### src/hw/rtl/bwga_pkg.sv
// Shared types and constants for the banded weighted Gram accumulator.
`timescale 1ns / 1ps
`default_nettype none
package bwga_pkg;
  localparam int KindW = 2;
  localparam logic [KindW-1:0] KIND_ACC   = 2'd0;
  localparam logic [KindW-1:0] KIND_READ  = 2'd1;
  localparam logic [KindW-1:0] KIND_CLEAR = 2'd2;
  localparam int EntryW = 48;
  localparam int NumFields = 4;
  localparam logic [EntryW-1:0] SAT48 = {EntryW{1'b1}};
  typedef logic [EntryW-1:0] entry_t;
endpackage
`default_nettype wire

### src/hw/rtl/bwga_mac.sv
// Shared two-stage multiply unit: basis product, then product times weight.
`timescale 1ns / 1ps
`default_nettype none
module bwga_mac (
  input  wire logic                 clk,
  input  wire logic [15:0]          ba,
  input  wire logic [15:0]          bc,
  input  wire logic [31:0]          w,
  output bwga_pkg::entry_t          term
);
  import bwga_pkg::*;
  logic [31:0] pp_r;
  logic [31:0] w_r;
  logic [63:0] full_r;
  // First stage: basis pair product; second stage: scale by weight.
  always_ff @(posedge clk) begin
    pp_r   <= 32'(ba) * 32'(bc);
    w_r    <= w;
    full_r <= 64'(pp_r) * 64'(w_r);
  end
  // Q18.46 to Q32.16; at most 34 bits survive, so no overflow into 48.
  assign term = EntryW'(full_r >> 30);
endmodule
`default_nettype wire

### config.mk
export PLATFORM = sky130hd
export DESIGN_NAME = bwga_mac
export DESIGN_NICKNAME = d
export VERILOG_FILES = /design/src/hw/rtl/bwga_pkg.sv /design/src/hw/rtl/bwga_mac.sv
export SDC_FILE = /design/constraint.sdc
export NUM_CORES = 2
export LEC_CHECK = 0
export BUFFER_PORTS_ARGS = -buffer_cell sky130_fd_sc_hd__buf_2
export CORE_AREA = 3 3 270 272
export CTS_CLUSTER_DIAMETER = 30
export CTS_CLUSTER_SIZE = 40
export DETAILED_ROUTE_END_ITERATION = 12
export DIE_AREA = 0 0 273 275
export HOLD_SLACK_MARGIN = 0.02
export PLACE_DENSITY_LB_ADDON = 0.1
export SYNTH_ARGS = -nofsm -noshare
export SYNTH_HDL_FRONTEND = slang
export SYNTH_SLANG_ARGS = --single-unit
### constraint.sdc
create_clock -name clk -period 16.6 [get_ports clk]
set_clock_uncertainty 0.1 [all_clocks]
set_input_delay 3.32 -clock clk [delete_from_list [all_inputs] [get_ports clk]]
set_output_delay 3.32 -clock clk [all_outputs]
set_load 0.05 [all_outputs]
---- After elaboration in Yosys (flattened, before gate mapping) ----
Cells that the tools add are included.
word-level totals
  input port bits ......................... 65
  register bits after elaboration ......... 128
cells by class
  multipliers ............................. 2
operators with widths
  cell                          count
  multiplier 32 x 32 -> 64 bit  1
  multiplier 16 x 16 -> 32 bit  1

---- Logic depth before layout (Yosys ltp) ----
  depth after elaboration ................. 1
  gate-level depth with buffers ........... 27
  depth with buffers taken out ............ 25

---- Least setup slack after synthesis ----
OpenSTA, ideal clock, no wires.
  path type ............................... input -> register
  start point ............................. input port bc[1]
  end point ............................... register pp_r[28]
  cell stages on the path ................. 23
  arrival time ............................ 9325 ps
  data required time ...................... 16438 ps
  path slack .............................. 7113 ps
  setup time .............................. 62 ps
  buffers on the path ..................... 1
  cells stage by stage .................... clkbuf_1 nand2_1 fa_1 inv_1 fa_1 inv_1 fa_1 inv_1 fa_1 inv_1 fa_1 inv_1 fa_1 ha_1 a21o_1 a21o_1 a2111oi_4 o21bai_2 o31ai_4 a21oi_2 a221o_1 or4b_1 nand3_1
between the ends
  word-level cells in the longest chain between the ends .. 1
ends and longest elaborated chain
  element                       line            source
  start, declared               bwga_mac.sv:7   input wire logic [15:0] bc,
  multiplier 16 x 16 -> 32 bit  bwga_mac.sv:17  pp_r <= 32'(ba) * 32'(bc);
  end signal, assigned          bwga_mac.sv:17
  end, declared                 bwga_mac.sv:12  logic [31:0] pp_r;
No other way between the ends.

---- Worst setup path in the final report ----
  start point ............................. input port ba[12]
  end point ............................... register pp_r[28]
between the ends
  word-level cells in the longest chain between the ends .. 1
ends and longest elaborated chain
  element                       line            source
  start, declared               bwga_mac.sv:6   input wire logic [15:0] ba,
  multiplier 16 x 16 -> 32 bit  bwga_mac.sv:17
No other way between the ends.

==> impl_metrics.tcl <==
set metrics [dict create \
    synth_edf_count 0 \
    fmax_mhz 106 \
    postCtsHoldBufs 0 \
    grt_max_degree 33 \
    worstPathArrival_ns 9.71 \
    setup.worst_path.end_class "register" \
    yosys.area.top_type_share 0.506 \
    cp-start-kind "input pin" \
    root_buffer "clkbuf_16" \
    vias 30600 \
    gr-usage-all-layers 0.312 \
    cts_max_level 3 \
    slew_viol_final 0 \
    rsz0062_at_grt "no" \
    rows 98 \
    nFillCells 6172 \
    first_pass_iters 8 \
    cts_resized 0 \
    final_common_cell "fa_1" \
    multiInputGateArea_mm2 0.0361 \
    path_max_fanout 16 \
    finalHoldViolCount 0 \
    period_share 0.568 \
    drc_errors 0 \
    yosysSeqAreaShare 0.0455 \
    design_area_mm2 0.0445 \
    yosysTopAreaCell "fa_1" \
    setup_viol 0 \
    cts_tree "done" \
    die-area_mm2 0.0751 \
    worst_slew_pin_slew_ns 1.03 \
    dp_cells 5521 \
    async_flop_share 0 \
    die_h_um 275 \
    drive_above_1_share 0.0447 \
    synth_cell_types 73 \
    clk_path_buf_depth 2 \
    finalNonFillerCells 5539 \
    grt_pass1_vias 33100 \
    io_buffers 98 \
    critPathKind "in -> reg" \
    drt_iter0_drc 1659 \
    core_mm2 0.0710 \
    ys_ff_latch 98 \
    final_cell_mix "fa_1 (1089), inv_1 (1086), and2_1 (683), nand2_1 (637), ha_1 (364)" \
    syn_inst 4673 \
    yosysWarnings 0 \
    clk_latency_ns 0.43 \
    antenna_found_initial 2 \
    nets 6100 \
    cp.required_ns 16.88 \
    setup_tns_ns 0 \
    clk_pin_slew_ns 0.11 \
    ff_latch_area_mm2 0.00200 \
    status "complete, no violations" \
    ys_top_cells_by_area "fa_1 (51%), ha_1 (11%), and2_1 (9.9%)" \
    grt-ovfl-total 0 \
    die_x_um 273 \
    area_delta_synth_final_pct 3.28 \
    relSlewSlack 0.315 \
    cts_buffers 9 \
    hpwlAfterDp_um 83500 \
    gp_congestion 0.894 \
    maxCapViolCount 0 \
    ys.flop_type "dfxtp_1" \
    cts_setup_buffers 0 \
    min_period_ns 9.43 \
    placed_cell_area_mm2 0.0442 \
    wirelength_um 110000 \
    io_pins 113 \
    start_util 0.607 \
    avgViaCountPerCell 5.53 \
    grt_pass1_wl_um 180000 \
    syn_avg_cell_area_um2 9.22 \
    netlist_area_mm2 0.0431 \
    wl_per_cell_um 19.9 \
    antenna_left 0 \
    clock-sinks 98 \
    min_path_type "reg -> reg" \
]
registers in the layout (all words and copies together), names as in the netlist:
name    cells
full_r     34
pp_r       32
w_r        32
cell families (layout without fill, tap and decap cells):
kind of cell | count (synthesis) | in the layout | synth area share
other | 1 | 16 | 0.0000871
multiplexers | 2 | 2 | 0.000494
adder cells (fa/ha/maj) | 1453 | 1453 | 0.612
AO/OA/AOI/OAI | 239 | 239 | 0.0372
buffers and inverters | 1344 | 1245 | 0.118
XOR/XNOR | 58 | 58 | 0.0118
flip-flops | 98 | 98 | 0.0455
AND/OR/NAND/NOR | 1478 | 1478 | 0.175
synthesized netlist by cell type, drive strengths merged (6+ instances only):
cell	count
nor4	6
o21a	16
nand3b	6
nand4	26
clkbuf	241
xnor2	36
a21oi	72
fa	1089
and3	8
dfxtp	98
nand2	637
nand2b	9
ha	364
nor2	49
a21o	36
a211oi	6
xor2	22
o21bai	10
inv	1087
buf	16
nand3	19
and2	684
a31oi	6
nor3	17
o21ai	43
layout make-up:
cell class              instances  area share
diodes                          2    0.000113
clock buffers                   9     0.00506
clock inverters                 7     0.00225
inverters                    1087      0.0917
multi-input cells            3244       0.811
flip-flops and latches         98      0.0451
well taps                     950      0.0267
repair buffers                142      0.0185
critical path, cell delays in order:
cell	delay (ns)
buf_2	0.29
nand2_1	0.13
fa_1	0.55
inv_1	0.06
fa_1	0.53
inv_1	0.06
fa_1	0.49
inv_1	0.05
fa_1	0.53
inv_1	0.05
fa_1	0.47
inv_1	0.05
fa_1	0.43
ha_1	0.36
a21o_1	0.21
a21o_1	0.22
a2111oi_4	0.36
o21bai_2	0.16
o31ai_4	0.30
a21oi_2	0.12
a221o_1	0.39
or4b_1	0.48
nand3_1	0.09
routing by layer:
layer | up-vias | routed length, um | global-route usage
met3 | 258 | 6410 | 0.0412
met1 | 16000 | 42900 | 0.400
met4 | 0 | 4390 | 0.115
met2 | 979 | 56700 | 0.544
met5 | - | 0 | 0
li1 | 13400 | - | -
path summary, 6_finish.rpt:
check,from,end,slack [ns],depth (start not counted)
worst max-delay path,ba[12],pp_r[28]$_DFF_P_,7.17,23
worst min-delay path,pp_r[30]$_DFF_P_,full_r[63]$_DFF_P_,1.45,7
worst max register to register,pp_r[26]$_DFF_P_,full_r[61]$_DFF_P_,7.59,22
worst min register to register,pp_r[30]$_DFF_P_,full_r[63]$_DFF_P_,1.45,7
metrics by stage:
step	util	hold slack, ns	setup slack [ns]
2_1_floorplan	-	0.892	7.11
3_5_place_dp	0.622	1.43	6.73
4_1_cts	0.627	1.45	7.19
5_1_grt	0.627	1.52	6.87
6_report	0.627	1.45	7.17
3_3_place_gp	0.622	1.42	6.80
Power is not shown: default switching activity piles up to over one toggle a cycle in this logic, so the estimate is an artifact.
